### src/rtl/core/vcls_pkg.sv
`timescale 1ns / 1ps

package vcls_pkg;

  typedef struct packed {
    logic [7:0] data_byte;
    logic       last_byte;
  } in_payload_t;

  typedef struct packed {
    logic        accepted;
    logic [31:0] file_length;
  } out_payload_t;

  typedef struct packed {
    logic [31:0] window_length;
  } cfg_payload_t;

  localparam int unsigned MAGIC_LEN = 20;
  localparam int unsigned HDR_LEN   = 4;

  localparam logic [31:0] WINDOW_RESET = 32'h1000_0000;

  localparam logic [7:0] BLK_TYPE_END  = 8'h00;
  localparam logic [7:0] BLK_TYPE_MAX  = 8'h0A;
  localparam logic [7:0] BLK_TYPE_EXT1 = 8'h08;
  localparam logic [7:0] BLK_TYPE_EXT2 = 8'h09;

  function automatic logic [7:0] magic_byte(input logic [4:0] idx);
    logic [7:0] b;
    case (idx)
      5'd0:    b = 8'h43;
      5'd1:    b = 8'h72;
      5'd2:    b = 8'h65;
      5'd3:    b = 8'h61;
      5'd4:    b = 8'h74;
      5'd5:    b = 8'h69;
      5'd6:    b = 8'h76;
      5'd7:    b = 8'h65;
      5'd8:    b = 8'h20;
      5'd9:    b = 8'h56;
      5'd10:   b = 8'h6F;
      5'd11:   b = 8'h69;
      5'd12:   b = 8'h63;
      5'd13:   b = 8'h65;
      5'd14:   b = 8'h20;
      5'd15:   b = 8'h46;
      5'd16:   b = 8'h69;
      5'd17:   b = 8'h6C;
      5'd18:   b = 8'h65;
      5'd19:   b = 8'h1A;
      default: b = 8'h00;
    endcase
    return b;
  endfunction

endpackage

### src/rtl/core/vcls_stream_if.sv
`timescale 1ns / 1ps

interface vcls_stream_if #(
  parameter type payload_t = logic
) ();
  logic     valid;
  logic     ready;
  payload_t payload;

  modport source(output valid, output payload, input ready);
  modport sink(input valid, input payload, output ready);
endinterface

### src/rtl/core/voc_container_length_scanner_unit.sv
`timescale 1ns / 1ps
// channel  | dir | payload                        | handshake
// in_chan  | in  | data_byte[7:0], last_byte      | valid/ready
// out_chan | out | accepted, file_length[31:0]    | valid/ready
// cfg_chan | in  | window_length[31:0]            | valid/ready, ready always high
// One byte per cycle unless a held result blocks; a result is registered in out_pl_r.
// The per-byte parser state update is one combinational pass behind the input register.
// rst_n is synchronous, active low; window_length returns to 0x10000000.
// A byte that yields no result moves on even while out_chan is stalled.
// A byte that yields a result waits only while an unclaimed result holds out_chan.

module voc_container_length_scanner_unit
  import vcls_pkg::*;
#(
  parameter int MAX_BLOCKS         = 2000000,
  parameter int TAIL_LIMIT         = 16,
  parameter int FIRST_BLOCK_OFFSET = 26
) (
  input  logic          clk,
  input  logic          rst_n,
  vcls_stream_if.sink   in_chan,
  vcls_stream_if.source out_chan,
  vcls_stream_if.sink   cfg_chan
);

  localparam logic [2:0] PH_MAGIC   = 3'd0;
  localparam logic [2:0] PH_GAP     = 3'd1;
  localparam logic [2:0] PH_HEADER  = 3'd2;
  localparam logic [2:0] PH_PAYLOAD = 3'd3;
  localparam logic [2:0] PH_TAIL    = 3'd4;

  localparam logic [20:0] MAX_BLK  = 21'(MAX_BLOCKS);
  localparam logic [4:0]  TAIL_LIM = 5'(TAIL_LIMIT);
  localparam logic [32:0] FBO      = 33'(FIRST_BLOCK_OFFSET);

  logic        s1_valid_r;
  logic [7:0]  s1_byte_r;
  logic        s1_last_r;
  logic        s1_go;
  logic        in_fire;

  logic [31:0] win_r;

  logic [2:0]  phase_r, phase_nxt;
  logic [31:0] pos_r, pos_nxt;
  logic [7:0]  btype_r, btype_nxt;
  logic [23:0] size_r, size_nxt;
  logic [23:0] skip_r, skip_nxt;
  logic [20:0] blocks_r, blocks_nxt;
  logic [4:0]  tail_r, tail_nxt;
  logic        decided_r, decided_nxt;

  logic        fin;
  logic        fin_ok;
  logic [31:0] fin_len;

  logic [32:0] pos33, win33, pos_p1;

  logic         out_valid_r;
  out_payload_t out_pl_r;

  assign in_fire = in_chan.valid && in_chan.ready;
  assign s1_go   = s1_valid_r && (!fin || !out_valid_r || out_chan.ready);

  assign in_chan.ready    = !s1_valid_r || s1_go;
  assign out_chan.valid   = out_valid_r;
  assign out_chan.payload = out_pl_r;
  assign cfg_chan.ready   = 1'b1;

  assign pos33  = {1'b0, pos_r};
  assign win33  = {1'b0, win_r};
  assign pos_p1 = pos33 + 33'd1;

  always_comb begin
    phase_nxt   = phase_r;
    pos_nxt     = pos_r;
    btype_nxt   = btype_r;
    size_nxt    = size_r;
    skip_nxt    = skip_r;
    blocks_nxt  = blocks_r;
    tail_nxt    = tail_r;
    fin         = 1'b0;
    fin_ok      = 1'b0;
    fin_len     = '0;

    if (!decided_r) begin
      case (phase_r)
        PH_MAGIC: begin
          if ((pos_r >= 32'(MAGIC_LEN)) || (magic_byte(pos_r[4:0]) != s1_byte_r)) begin
            fin = 1'b1;
          end else if (pos_r == 32'(MAGIC_LEN - 1)) begin
            phase_nxt = (FIRST_BLOCK_OFFSET > MAGIC_LEN) ? PH_GAP : PH_HEADER;
          end
        end
        PH_GAP: begin
          if (pos_p1 >= FBO) begin
            phase_nxt = PH_HEADER;
            skip_nxt  = '0;
          end
        end
        PH_HEADER: begin
          case (skip_r[1:0])
            2'd0: begin
              if ((pos33 + 33'(HDR_LEN) > win33) || (blocks_r >= MAX_BLK)) begin
                fin = 1'b1;
              end else begin
                btype_nxt = s1_byte_r;
                size_nxt  = '0;
                if (((s1_byte_r == BLK_TYPE_END) || (s1_byte_r > BLK_TYPE_MAX))
                    && (blocks_r == '0)) begin
                  fin = 1'b1;
                end else if (s1_byte_r > BLK_TYPE_MAX) begin
                  // early terminator: this type byte is the first tail byte
                  tail_nxt = '0;
                  if ((TAIL_LIMIT == 0) || (pos33 >= win33)) begin
                    fin     = 1'b1;
                    fin_ok  = 1'b1;
                    fin_len = pos_r;
                  end else begin
                    phase_nxt = PH_TAIL;
                    tail_nxt  = 5'd1;
                    if ((5'd1 >= TAIL_LIM) || (pos_p1 >= win33)) begin
                      fin     = 1'b1;
                      fin_ok  = 1'b1;
                      fin_len = pos_p1[31:0];
                    end
                  end
                end else begin
                  skip_nxt = 24'd1;
                end
              end
            end
            2'd1: begin
              if (btype_r != BLK_TYPE_END) size_nxt[7:0] = size_r[7:0] | s1_byte_r;
              skip_nxt = 24'd2;
            end
            2'd2: begin
              if (btype_r != BLK_TYPE_END) size_nxt[15:8] = size_r[15:8] | s1_byte_r;
              skip_nxt = 24'd3;
            end
            default: begin
              if ((btype_r == BLK_TYPE_EXT1) || (btype_r == BLK_TYPE_EXT2)) begin
                size_nxt[23:16] = size_r[23:16] | s1_byte_r;
              end
              skip_nxt = '0;
              if (btype_r == BLK_TYPE_END) begin
                tail_nxt = '0;
                if ((TAIL_LIMIT == 0) || (pos_p1 >= win33)) begin
                  fin     = 1'b1;
                  fin_ok  = 1'b1;
                  fin_len = pos_p1[31:0];
                end else begin
                  phase_nxt = PH_TAIL;
                end
              end else if ((size_nxt == '0) || (pos_p1 + {9'd0, size_nxt} > win33)) begin
                fin = 1'b1;
              end else begin
                skip_nxt   = size_nxt;
                phase_nxt  = PH_PAYLOAD;
                blocks_nxt = blocks_r + 21'd1;
              end
            end
          endcase
        end
        PH_PAYLOAD: begin
          if (skip_r != '0) skip_nxt = skip_r - 24'd1;
          if ((skip_r == '0) || (skip_r == 24'd1)) begin
            phase_nxt = PH_HEADER;
            size_nxt  = '0;
          end
        end
        PH_TAIL: begin
          if (s1_byte_r == 8'h00) begin
            fin     = 1'b1;
            fin_ok  = 1'b1;
            fin_len = pos_r;
          end else begin
            tail_nxt = tail_r + 5'd1;
            if ((tail_nxt >= TAIL_LIM) || (pos_p1 >= win33)) begin
              fin     = 1'b1;
              fin_ok  = 1'b1;
              fin_len = pos_p1[31:0];
            end
          end
        end
        default: begin
          fin = 1'b1;
        end
      endcase

      if (s1_last_r && !fin) begin
        fin = 1'b1;
        if (phase_nxt == PH_TAIL) begin
          fin_ok  = 1'b1;
          fin_len = pos_p1[31:0];
        end else if ((phase_nxt == PH_HEADER) && (btype_nxt == BLK_TYPE_END)
                     && (skip_nxt != '0)) begin
          // stream cut inside a terminator header: count the full header
          fin_ok  = 1'b1;
          fin_len = pos_r + 32'(HDR_LEN + 1) - {8'd0, skip_nxt};
        end
      end
    end

    decided_nxt = decided_r | fin;
    if (pos_r != '1) pos_nxt = pos_r + 32'd1;

    if (s1_last_r) begin
      phase_nxt   = PH_MAGIC;
      pos_nxt     = '0;
      btype_nxt   = '0;
      size_nxt    = '0;
      skip_nxt    = '0;
      blocks_nxt  = '0;
      tail_nxt    = '0;
      decided_nxt = 1'b0;
    end
  end

  always_ff @(posedge clk) begin
    if (!rst_n) begin
      s1_valid_r <= 1'b0;
    end else if (in_fire) begin
      s1_valid_r <= 1'b1;
    end else if (s1_go) begin
      s1_valid_r <= 1'b0;
    end
  end

  always_ff @(posedge clk) begin
    if (in_fire) begin
      s1_byte_r <= in_chan.payload.data_byte;
      s1_last_r <= in_chan.payload.last_byte;
    end
  end

  always_ff @(posedge clk) begin
    if (!rst_n) begin
      win_r <= WINDOW_RESET;
    end else if (cfg_chan.valid) begin
      win_r <= cfg_chan.payload.window_length;
    end
  end

  always_ff @(posedge clk) begin
    if (!rst_n) begin
      phase_r   <= PH_MAGIC;
      pos_r     <= '0;
      btype_r   <= '0;
      size_r    <= '0;
      skip_r    <= '0;
      blocks_r  <= '0;
      tail_r    <= '0;
      decided_r <= 1'b0;
    end else if (s1_go) begin
      phase_r   <= phase_nxt;
      pos_r     <= pos_nxt;
      btype_r   <= btype_nxt;
      size_r    <= size_nxt;
      skip_r    <= skip_nxt;
      blocks_r  <= blocks_nxt;
      tail_r    <= tail_nxt;
      decided_r <= decided_nxt;
    end
  end

  always_ff @(posedge clk) begin
    if (!rst_n) begin
      out_valid_r <= 1'b0;
    end else if (s1_go && fin) begin
      out_valid_r <= 1'b1;
    end else if (out_chan.ready) begin
      out_valid_r <= 1'b0;
    end
  end

  always_ff @(posedge clk) begin
    if (s1_go && fin) begin
      out_pl_r.accepted    <= fin_ok;
      out_pl_r.file_length <= fin_ok ? fin_len : 32'd0;
    end
  end

endmodule

### src/flat_wrapper.sv
// flat-port wrapper written by rule: the top's interface ports become plain ports
module voc_container_length_scanner_unit_flat import vcls_pkg::*;
#(
  parameter int MAX_BLOCKS         = 2000000,
  parameter int TAIL_LIMIT         = 16,
  parameter int FIRST_BLOCK_OFFSET = 26
)
  (clk, rst_n, in_chan_valid, in_chan_payload, in_chan_ready, out_chan_valid, out_chan_payload, out_chan_ready, cfg_chan_valid, cfg_chan_payload, cfg_chan_ready);
  vcls_stream_if #(.payload_t(in_payload_t)) in_chan_i ();
  vcls_stream_if #(.payload_t(out_payload_t)) out_chan_i ();
  vcls_stream_if #(.payload_t(cfg_payload_t)) cfg_chan_i ();
  input  logic clk;
  input  logic rst_n;
  input wire logic [$bits(in_chan_i.valid)-1:0] in_chan_valid;
  input wire logic [$bits(in_chan_i.payload)-1:0] in_chan_payload;
  output wire logic [$bits(in_chan_i.ready)-1:0] in_chan_ready;
  output wire logic [$bits(out_chan_i.valid)-1:0] out_chan_valid;
  output wire logic [$bits(out_chan_i.payload)-1:0] out_chan_payload;
  input wire logic [$bits(out_chan_i.ready)-1:0] out_chan_ready;
  input wire logic [$bits(cfg_chan_i.valid)-1:0] cfg_chan_valid;
  input wire logic [$bits(cfg_chan_i.payload)-1:0] cfg_chan_payload;
  output wire logic [$bits(cfg_chan_i.ready)-1:0] cfg_chan_ready;
  assign in_chan_i.valid = in_chan_valid;
  assign in_chan_i.payload = in_chan_payload;
  assign in_chan_ready = in_chan_i.ready;
  assign out_chan_valid = out_chan_i.valid;
  assign out_chan_payload = out_chan_i.payload;
  assign out_chan_i.ready = out_chan_ready;
  assign cfg_chan_i.valid = cfg_chan_valid;
  assign cfg_chan_i.payload = cfg_chan_payload;
  assign cfg_chan_ready = cfg_chan_i.ready;
  voc_container_length_scanner_unit #(.MAX_BLOCKS(MAX_BLOCKS), .TAIL_LIMIT(TAIL_LIMIT), .FIRST_BLOCK_OFFSET(FIRST_BLOCK_OFFSET)) u_core (.clk(clk), .rst_n(rst_n), .in_chan(in_chan_i), .out_chan(out_chan_i), .cfg_chan(cfg_chan_i));
endmodule
### config.mk
export PLATFORM = sky130hd
export DESIGN_NAME = voc_container_length_scanner_unit_flat
export DESIGN_NICKNAME = d
export VERILOG_FILES = /design/src/rtl/core/vcls_pkg.sv /design/src/rtl/core/vcls_stream_if.sv /design/src/rtl/core/voc_container_length_scanner_unit.sv /design/src/flat_wrapper.sv
export SDC_FILE = /design/constraint.sdc
export NUM_CORES = 1
export LEC_CHECK = 0
export BUFFER_PORTS_ARGS = -buffer_cell sky130_fd_sc_hd__buf_2
export CORE_UTILIZATION = 60
export CTS_BUF_LIST = sky130_fd_sc_hd__clkbuf_8 sky130_fd_sc_hd__clkbuf_16
export DETAILED_ROUTE_END_ITERATION = 16
export PLACE_DENSITY = 0.79
export SLEW_MARGIN = 0
export SYNTH_ARGS = -nofsm -noshare
export SYNTH_HDL_FRONTEND = slang
export SYNTH_SLANG_ARGS = --single-unit
### constraint.sdc
create_clock -name clk -period 26.8 [get_ports clk]
set_input_delay 5.36 -clock clk [delete_from_list [all_inputs] [get_ports clk]]
set_output_delay 5.36 -clock clk [all_outputs]
set_load 0.1 [all_outputs]
# == Yosys cells after proc, flatten, opt, wreduce, memory -nomap -nowiden ==
# Memories as Yosys holds them, arrays and structs flattened. A register that Yosys moved wholly into a read port is not among the register bits.
# Index checks and enable logic that the tools add are counted.
# classes
eq_ne,29
n_addsub,9
n_mux,112
n_bitwise,5
reduce_logical,49
order_cmp,9
# op_table
op,n
two-way mux 32 bit,13
two-way mux 24 bit,14
one-hot mux 24 bit (3 select lines),2
one-hot mux 32 bit (2 select lines),2
two-way mux 21 bit,6
two-way mux 8 bit,14
greater-than comparator 33 x 32 -> 1 bit,2
zero test 24 bit,2
one-hot mux 24 bit (2 select lines),1
one-hot mux 8 bit (2 select lines),3
nonzero test 24 bit,2
two-way mux 5 bit,9
two-way mux 3 bit,14
"adder 32 x 1 -> 33 bit, second input constant",1
"adder 32 x 3 -> 33 bit, second input constant",1
adder 33 x 24 -> 33 bit,1
greater-or-equal comparator 33 x 32 -> 1 bit,1
"greater-or-equal comparator 33 x 5 -> 1 bit, second input constant",1
"adder 32 x 1 -> 32 bit, second input constant",1
"adder 32 x 3 -> 32 bit, second input constant",1
"== test 32 x 5 -> 1 bit, second input constant",1
greater-or-equal comparator 32 bit,1
"greater-or-equal comparator 32 x 5 -> 1 bit, second input constant",1
"!= test 32 bit, second input constant",1
46 further kinds,118
# word_totals
mem_count,1
regBits,194
out_inout_bits,36
word_cells,231
in_bits,46
rom_bits,224
# mem_list
memory,words,word_bits,read_ports,rd_ports_with_merged_regs,wr,line_no,source
(no name shown),32,7,1,1,0,vcls_pkg.sv:31,case (idx)

# == Logic depth before layout (Yosys ltp) ==
# Gate-level depths: netlist (run 1).
# logic_depth
depth_word,25
ltp_mapped,47
depth_no_buf,45

# == Least setup slack after synthesis (run 1) ==
# OpenSTA, ideal clock, no wires.
# synth_timing
kind,register -> output
from,reg u_core.pos_r[0]
to,out in_chan_ready
t_required_ps,21440
path_slack_ps,14637
path_buffers,1
arrival_time_ps,6803
path_stages_with_launch,32
cell_sequence,dfxtp_1 -> buf_2 -> inv_1 -> ha_1 -> ha_1 -> a21o_1 -> a21oi_1 -> o21bai_1 -> a21oi_1 -> o21ai_0 -> a41o_1 -> a211oi_1 -> o31ai_1 -> a2111oi_0 -> nor3_1 -> a211o_1 -> a21oi_1 -> nor2_1 -> xnor2_1 -> ha_1 -> nand4_1 -> nor3_1 -> nand3_1 -> a21oi_1 -> a31oi_1 -> a211o_1 -> or4_1 -> nand3_1 -> o21a_1 -> a211oi_1 -> and2_1 -> inv_1
# synth_between
elab_chain_cells,19
word_cells_on_any_way,34
classes_between,add/sub (3); order compare (5); mux (15); reduce/logical (11)
# synth_rtl
element,line_no,source
start: declaration,voc_container_length_scanner_unit.sv:45,"logic [31:0] pos_r, pos_nxt;"
start signal: assignment,voc_container_length_scanner_unit.sv:257,pos_r <= pos_nxt;
branches (longest 8 deep; another with adder 32 x 1 -> 33 bit),-,
one-hot mux 1 bit (4 select lines) *,voc_container_length_scanner_unit.sv:87,case (phase_r)
two-way mux 1 bit *,voc_container_length_scanner_unit.sv:86,if (!decided_r) begin
zero test 1 bit,voc_container_length_scanner_unit.sv:191,if (s1_last_r && !fin) begin
logical AND 1 bit,voc_container_length_scanner_unit.sv:191,
two-way mux 1 bit *,voc_container_length_scanner_unit.sv:191,
two-way mux 1 bit *,voc_container_length_scanner_unit.sv:86,
zero test 1 bit *,voc_container_length_scanner_unit.sv:63,assign s1_go = s1_valid_r && (!fin || !out_valid_r || out_chan.ready);
logical OR 1 bit * (2 in a row),voc_container_length_scanner_unit.sv:63,
logical AND 1 bit *,voc_container_length_scanner_unit.sv:63,
logical OR 1 bit *,voc_container_length_scanner_unit.sv:65,assign in_chan.ready = !s1_valid_r || s1_go;
end: declaration,flat_wrapper.sv:16,output wire logic [$bits(in_chan_i.ready)-1:0] in_chan_ready;
# Mark *: on every way between the ends. The select of a mux whose other input is x is not followed.

# == Final worst setup path (run 1) ==
# layout_timing
from,reg u_core.pos_r[1]
to,out in_chan_ready
# Same word-level chain as after synthesis.

==> metrics.yaml, run 1 <==
clock_tree:
  cts.hold.buffers_added: 0
  cts_post_setup_buffers_inserted: 0
  cts_root_buffer: "sky130_fd_sc_hd__clkbuf_16"
  ctsHtreeMaxLevel: 1
  post_cts.resized_instances: 0
  clkSlewWorstSetupHoldPaths_ps: 70
  tritoncts: "built"
  clk-insertion-delay-late_ps: 580
  tritoncts.num_buffers: 24
  clock_sinks: 201
  clock_tree.buffer_depth: 3
routing:
  route.vias.total: 19600
  routed_via_density: 6.86
  drt-pass1-iter-count: 8
  initialDrtViolationCount: 2596
  antenna_violating_nets_post_route: 0
  route.final.wire_length_mm: 71.4
  detail_route.drc_violations: 0
  post_drt_wl_per_cell_um: 25.1
synth:
  yosys.cell_types.count: 97
  post_synth.cell_area_avg_um2: 7.71
  synth_top_family_by_area: "simple AND/OR/NAND/NOR gates"
  synth.top_cells.by_count: "sky130_fd_sc_hd__a21oi_1, sky130_fd_sc_hd__nor2_1, sky130_fd_sc_hd__ha_1"
  yosys.area_share.simple_pct: 24.4
  syn-cell-area_mm2: 0.0187
  seq_cells_post_synth: 201
  syn-instance-count: 2425
  synth.net_count: 2692
  synthesis.yosys.warnings: 0
  synth_adder_area_share_pct: 14.9
  synth.area.mux_share_pct: 2.10
  synthDominantCellAreaShare_pct: 17.0
  yosysMostFrequentCell: "sky130_fd_sc_hd__a21oi_1"
  yosysSeqAreaShare_pct: 23.8
  synth-main-ff-cell: "sky130_fd_sc_hd__dfxtp_1"
  synth-xor-area-share_pct: 6.84
  ys_async_sr_fraction_pct: 0
  synth-compound-area-share_pct: 22.3
  ys_top_cells_by_area: "sky130_fd_sc_hd__dfxtp_1, sky130_fd_sc_hd__ha_1, sky130_fd_sc_hd__edfxtp_1"
  synth_edf_count: 42
  synth_top_cell_by_area: "sky130_fd_sc_hd__dfxtp_1"
global_route:
  grt_pass1_wl_mm: 106
  antenna_found_initial: 4
  grt_start_max_net_pins: 61
  global_route.overflow_total: 0
  global_route.usage.total_pct: 44.2
  grt_pass1_vias: 18200
cells_and_area:
  post_route_cells_drive_above_1_share_pct: 8.29
  synthToLayoutAreaGrowth_pct: 7.68
  nets: 2699
  finish.utilization_pct: 65.8
critical_path:
  timing.rr.end: "u_core.out_chan.payload[31]"
  number_of_cell_instances_on_the_worst_register_to_register_path: 42
  timing.reg2reg.setup_slack_ps: 14690
  critPathSlowestCell: "sky130_fd_sc_hd__a211oi_1"
  cpLargestDelayFamily: "compound AO/OA/AOI/OAI gates"
  crit_buf_inv: 3
  critical_path.max_stage_delay_ps: 730
  timing.critical_path.arrival_ps: 9330
  timing.rr.start: "u_core.pos_r[1]"
  crit_type: "flop to primary output"
  endpoint_kind: "primary output"
  start_kind: "flop"
  critPathMaxFanout: 17
  cp_data_required_time_ps: 21440
status:
  outcome: "finished clean"
die:
  die_outline_height_um: 178
  num_rows: 64
  start_util_pct: 61.1
  core_mm2: 0.0306
  fp.dieW_um: 178
  io-pin-count: 82
  die-area_mm2: 0.0319
timing:
  grt_setup_unrepaired: "false"
  setup_skew_ps: 22.1
  timing.final.setup_violations: 0
  timing_worst_slew_pin_value_ps: 1270
  period_share_pct: 54.8
  period_needed_ps: 14690
  timing.max_slew.rel_slack_pct: 14.6
  report.final.hold_viol_count: 0
  setup_total_negative_slack_ps: 0
  fmaxAchievable_ghz: 0.0681
  timing.final.max_slew_violations: 0
pwr:
  p_leak_nw: 8.58
  switching_share_pct: 30.1
  powerDensity_mw_per_mm2: 38.0
  net-switching-power_uw: 230
  share_of_total_power_in_the_clock_network_pct: 44.6
  fin_total_pwr_uw: 765
  seq_power_share_pct: 42.5
  ir_drop_mv: 0.0621
  internal_power_uw: 535
  comb_power_share_pct: 12.9
place:
  dp.final_hpwl_mm: 54.6
  place_congestion: 1.04
  numPortBuffers: 80
hold_path:
  whs_path_depth: 2
  timing.hold.worst_endpoint: "u_core.size_r[20]"
  hold_path_startpoint: "u_core.size_r[20]"
  hold_class: "flop to flop"
flow_run:
  max_cap_violations: 0
[cell type report]
class | count | area, µm²
sequential | 201 | 4440
inverter | 138 | 519
tap | 396 | 495
fill | 2651 | 10500
multi-input combinational | 1959 | 13200
clock inverter | 18 | 183
timing repair buffer | 108 | 611
clock buffer | 26 | 628
antenna | 2 | 5.00
[tightest hold or removal path, cell delays in order, from the launching register on]
cell and delay, ps:
sky130_fd_sc_hd__dfxtp_1 320, sky130_fd_sc_hd__nand2_1 50, sky130_fd_sc_hd__a21oi_1 50
[per-stage QoR]
step / cell area (µm²) / std cells / setup WS (ps) / hold WS (ps)
after floorplan: 18700 / 2425 / 14640 / 432
after global placement: 19300 / 2802 / 13310 / 439
after detailed placement: 19300 / 2802 / 13030 / 458
after CTS: 20100 / 2846 / 12360 / 465
after global routing: 20100 / 2846 / 11590 / 495
final: 20100 / 2848 / 12110 / 470
[cell families (layout without fill, tap and decap cells)]
logic type               after synthesis  after routing
multiplexers                          39             39
other                                  1              3
adder cells (fa/ha/maj)              222            222
flip-flops                           201            201
AO/OA/AOI/OAI                        645            645
AND/OR/NAND/NOR                      906            906
XOR/XNOR                             146            146
buffers and inverters                265            290
[flip-flops by register name (all words and copies together), names as in the netlist, named ones only]
register                 count
u_core.size_r               24
u_core.s1_valid_r            1
u_core.out_chan.payload     33
u_core.pos_r                32
u_core.blocks_r             21
u_core.s1_byte_r             8
u_core.phase_r               3
u_core.out_chan.valid        1
u_core.decided_r             1
u_core.skip_r               24
u_core.s1_last_r             1
u_core.tail_r                5
u_core.win_r                32
u_core.btype_r               8
[placed cells by master (no fill, tap or decap), types with 34 or more instances in the layout]
| cell | count |
|---|---|
| sky130_fd_sc_hd__a22oi_1 | 42 |
| sky130_fd_sc_hd__a21o_1 | 41 |
| sky130_fd_sc_hd__inv_1 | 140 |
| sky130_fd_sc_hd__a31oi_1 | 34 |
| sky130_fd_sc_hd__nand2_1 | 210 |
| sky130_fd_sc_hd__mux2i_1 | 38 |
| sky130_fd_sc_hd__buf_2 | 80 |
| sky130_fd_sc_hd__xor2_1 | 39 |
| sky130_fd_sc_hd__a21oi_1 | 250 |
| sky130_fd_sc_hd__nand4_1 | 62 |
| sky130_fd_sc_hd__dfxtp_1 | 159 |
| sky130_fd_sc_hd__o21ai_0 | 84 |
| sky130_fd_sc_hd__edfxtp_1 | 42 |
| sky130_fd_sc_hd__nand3_1 | 89 |
| sky130_fd_sc_hd__nor2_1 | 243 |
| sky130_fd_sc_hd__ha_1 | 219 |
| sky130_fd_sc_hd__nor4_1 | 40 |
| sky130_fd_sc_hd__nor3_1 | 65 |
| sky130_fd_sc_hd__xnor2_1 | 107 |
| sky130_fd_sc_hd__or3_1 | 34 |
[power by group through the flow]
stage                     sequential, mW  combinational [mW]  clock, mW
after global placement             0.331              0.0937          0
after detailed placement           0.331              0.0958          0
after CTS                          0.324              0.0965      0.342
final                              0.325              0.0990      0.341
after floorplan                    0.341              0.0544          0
after global routing               0.326               0.106      0.353
[layer usage]
layer	vias to the layer above	part of all wire, %	track usage, %
met5	-	0.055	0
met4	6	7.8	29.8
met3	298	11	10.3
met2	1259	44	70.5
met1	9116	37	52.8
li1	8871	-	-
[how the worst max path moves through the flow]
stage,startpoint,end,slack (ps),cells after the start
after detailed placement,u_core.pos_r[0],in_chan_ready,13030,30
after floorplan,u_core.pos_r[0],in_chan_ready,14640,31
after global placement,u_core.pos_r[0],in_chan_ready,13310,30
after global routing,u_core.pos_r[0],in_chan_ready,11590,30
final,u_core.pos_r[1],in_chan_ready,12110,27
after CTS,u_core.pos_r[0],in_chan_ready,12360,30
No activity file was read; power rests on OpenSTA's default activity.
==> run 2, diff against run 1 <==
CORE_UTILIZATION = 58   (was 60)
PLACE_DENSITY = 0.8   (was 0.79)
clock period = 12.3 ns   (was 26.8 ns; I/O delays follow)
==> metrics.yaml, run 2 (same netlist as run 1, synthesis figures left out) <==
status:
  outcome: "finished clean"
clock_tree:
  ctsHtreeMaxLevel: 1  # unchanged
  clkSlewWorstSetupHoldPaths_ps: 70  # about the same
  cts_post_setup_buffers_inserted: 0  # unchanged
  clk-insertion-delay-late_ps: 580  # about the same
  tritoncts: "built"
  cts.hold.buffers_added: 0  # unchanged
  tritoncts.num_buffers: 24  # unchanged
  clock_tree.buffer_depth: 3  # unchanged
  post_cts.resized_instances: 0  # unchanged
  cts_root_buffer: "sky130_fd_sc_hd__clkbuf_16"
  clock_sinks: 201  # unchanged
routing:
  antenna_violating_nets_post_route: 0  # unchanged
  initialDrtViolationCount: 2202  # -15%
  route.final.wire_length_mm: 70.9  # -0.69%
  detail_route.drc_violations: 0  # unchanged
  drt-pass1-iter-count: 8  # unchanged
  route.vias.total: 19400  # -0.77%
  routed_via_density: 6.80  # -1.0%
  post_drt_wl_per_cell_um: 24.8  # -0.93%
critical_path:
  critPathSlowestCell: "sky130_fd_sc_hd__a31oi_1"
  cp_data_required_time_ps: 9840  # -11,600 ps
  worstSetupStartpoint: "u_core.pos_r[0]"
  timing.rr.start: "u_core.pos_r[0]"
  crit_type: "flop to primary output"
  critical_path.max_stage_delay_ps: 730  # about the same
  endpoint_kind: "primary output"
  start_kind: "flop"
  critPathMaxFanout: 12  # -5
  timing.critical_path.arrival_ps: 9470  # +140 ps
timing:
  hold_slack_ps: 463  # -6.71 ps
  period_needed_ps: 11930
  grt_setup_unrepaired: "false"
  period_share_pct: 97.0
  timing.final.max_slew_violations: 0  # unchanged
  fmaxAchievable_ghz: 0.0838
  worst_slack_ps: 367  # -11,740 ps
  setup_total_negative_slack_ps: 0  # unchanged
  setup_skew_ps: 31.5  # +9.37 ps
  timing.final.setup_violations: 0  # unchanged
  report.final.hold_viol_count: 0  # unchanged
  timing_worst_slew_pin_value_ps: 1350  # +77.4 ps
  timing.max_slew.rel_slack_pct: 8.95  # -5.7 points
global_route:
  global_route.overflow_total: 0  # unchanged
  grt_start_max_net_pins: 66  # +8.2%
  antenna_found_initial: 3  # -1
  global_route.usage.total_pct: 42.1  # -2.2 points
  grt_pass1_wl_mm: 107  # +0.25%
  grt_pass1_vias: 18100  # -0.36%
cells_and_area:
  multi_input_area_mm2: 0.0132  # about the same
  synthToLayoutAreaGrowth_pct: 7.88
  post_route_standard_cell_area_excluding_fillers_mm2: 0.0202  # +0.19%
  final_common_cell: "sky130_fd_sc_hd__a21oi_1"
  post_route_cells_drive_above_1_share_pct: 8.28  # about the same
  finish.cell_count_without_fillers: 2855  # +0.25%
  finish.utilization_pct: 63.7  # -2.1 points
  nets: 2701  # +0.074%
  fillerInstances: 2825  # +6.6%
  ff_latch_area_mm2: 0.00444  # unchanged
  most-common-layout-cells: "sky130_fd_sc_hd__a21oi_1, sky130_fd_sc_hd__nor2_1, sky130_fd_sc_hd__ha_1"
  largest_reg_flops: 33  # unchanged
place:
  detailed_place.area_mm2: 0.0193  # +0.14%
  preCtsSetupSlack_ps: 1030  # -12,000 ps
  place_congestion: 1.03  # -0.46%
  dp.final_hpwl_mm: 54.3  # -0.48%
  place.detailed.instances: 2810  # +0.29%
  numPortBuffers: 80  # unchanged
pwr:
  fin_total_pwr_mw: 1.67  # +120%
  powerDensity_mw_per_mm2: 83.0  # +120%
  p_leak_nw: 8.60  # +0.21%
  ir_drop_mv: 0.129  # +110%
die:
  io-pin-count: 82  # unchanged
  die-area_mm2: 0.0329  # +3.4%
  die_outline_height_um: 181  # +1.7%
  core_mm2: 0.0316  # +3.4%
  start_util_pct: 59.1  # -2.0 points
  fp.dieW_um: 181  # +1.7%
  num_rows: 65  # +1.6%
hold_path:
  hold_class: "flop to flop"
  hold_path_startpoint: "u_core.size_r[20]"
flow_run:
  max_cap_violations: 0  # unchanged
## run 2: final cells by class
type / count / area share, %
Timing Repair Buffer: 110 / 3.10
Clock buffer: 24 / 2.98
Antenna cell: 1 / 0.0124
Sequential cell: 201 / 22.0
Inverter: 138 / 2.58
Tap cell: 402 / 2.50
Clock inverter: 20 / 1.10
Multi-Input combinational cell: 1959 / 65.7
## run 2: critical path, delay by kind of cell (launching register included)
| family | cells | cell delay (ps) |
|---|---|---|
| adders and majority gates | 3 | 1140 |
| buffers and inverters | 3 | 620 |
| DFF | 1 | 670 |
| xor gates and xnor gates | 1 | 130 |
| and+or+nand+nor | 7 | 1280 |
| AOI/OAI and AO/OA | 17 | 5060 |
## run 2: layer usage
metal  vias to the layer above  share of wire (%)  track usage, %
met3                       248                 11            10.1
li1                       8873                  -               -
met1                      9139                 38            51.5
met2                      1138                 44            66.7
met4                         2                6.9            25.9
met5                         -              0.016               0
## run 2: worst paths after layout
kind / endpoint / slack (ps) / cells past startpoint
worst min register to register: u_core.size_r[20] / 460 / 2
worst max register to register: u_core.out_chan.payload[30] / 470 / 43
worst max-delay path: in_chan_ready / 370 / 31
worst min-delay path: u_core.size_r[20] / 460 / 2
## run 2: power by group
part | internal (mW) | switching (mW) | total [mW]
Clock | 0.427 | 0.322 | 0.749
Combinational | 0.0615 | 0.154 | 0.215
Sequential | 0.690 | 0.0195 | 0.709
Total | 1.18 | 0.495 | 1.67
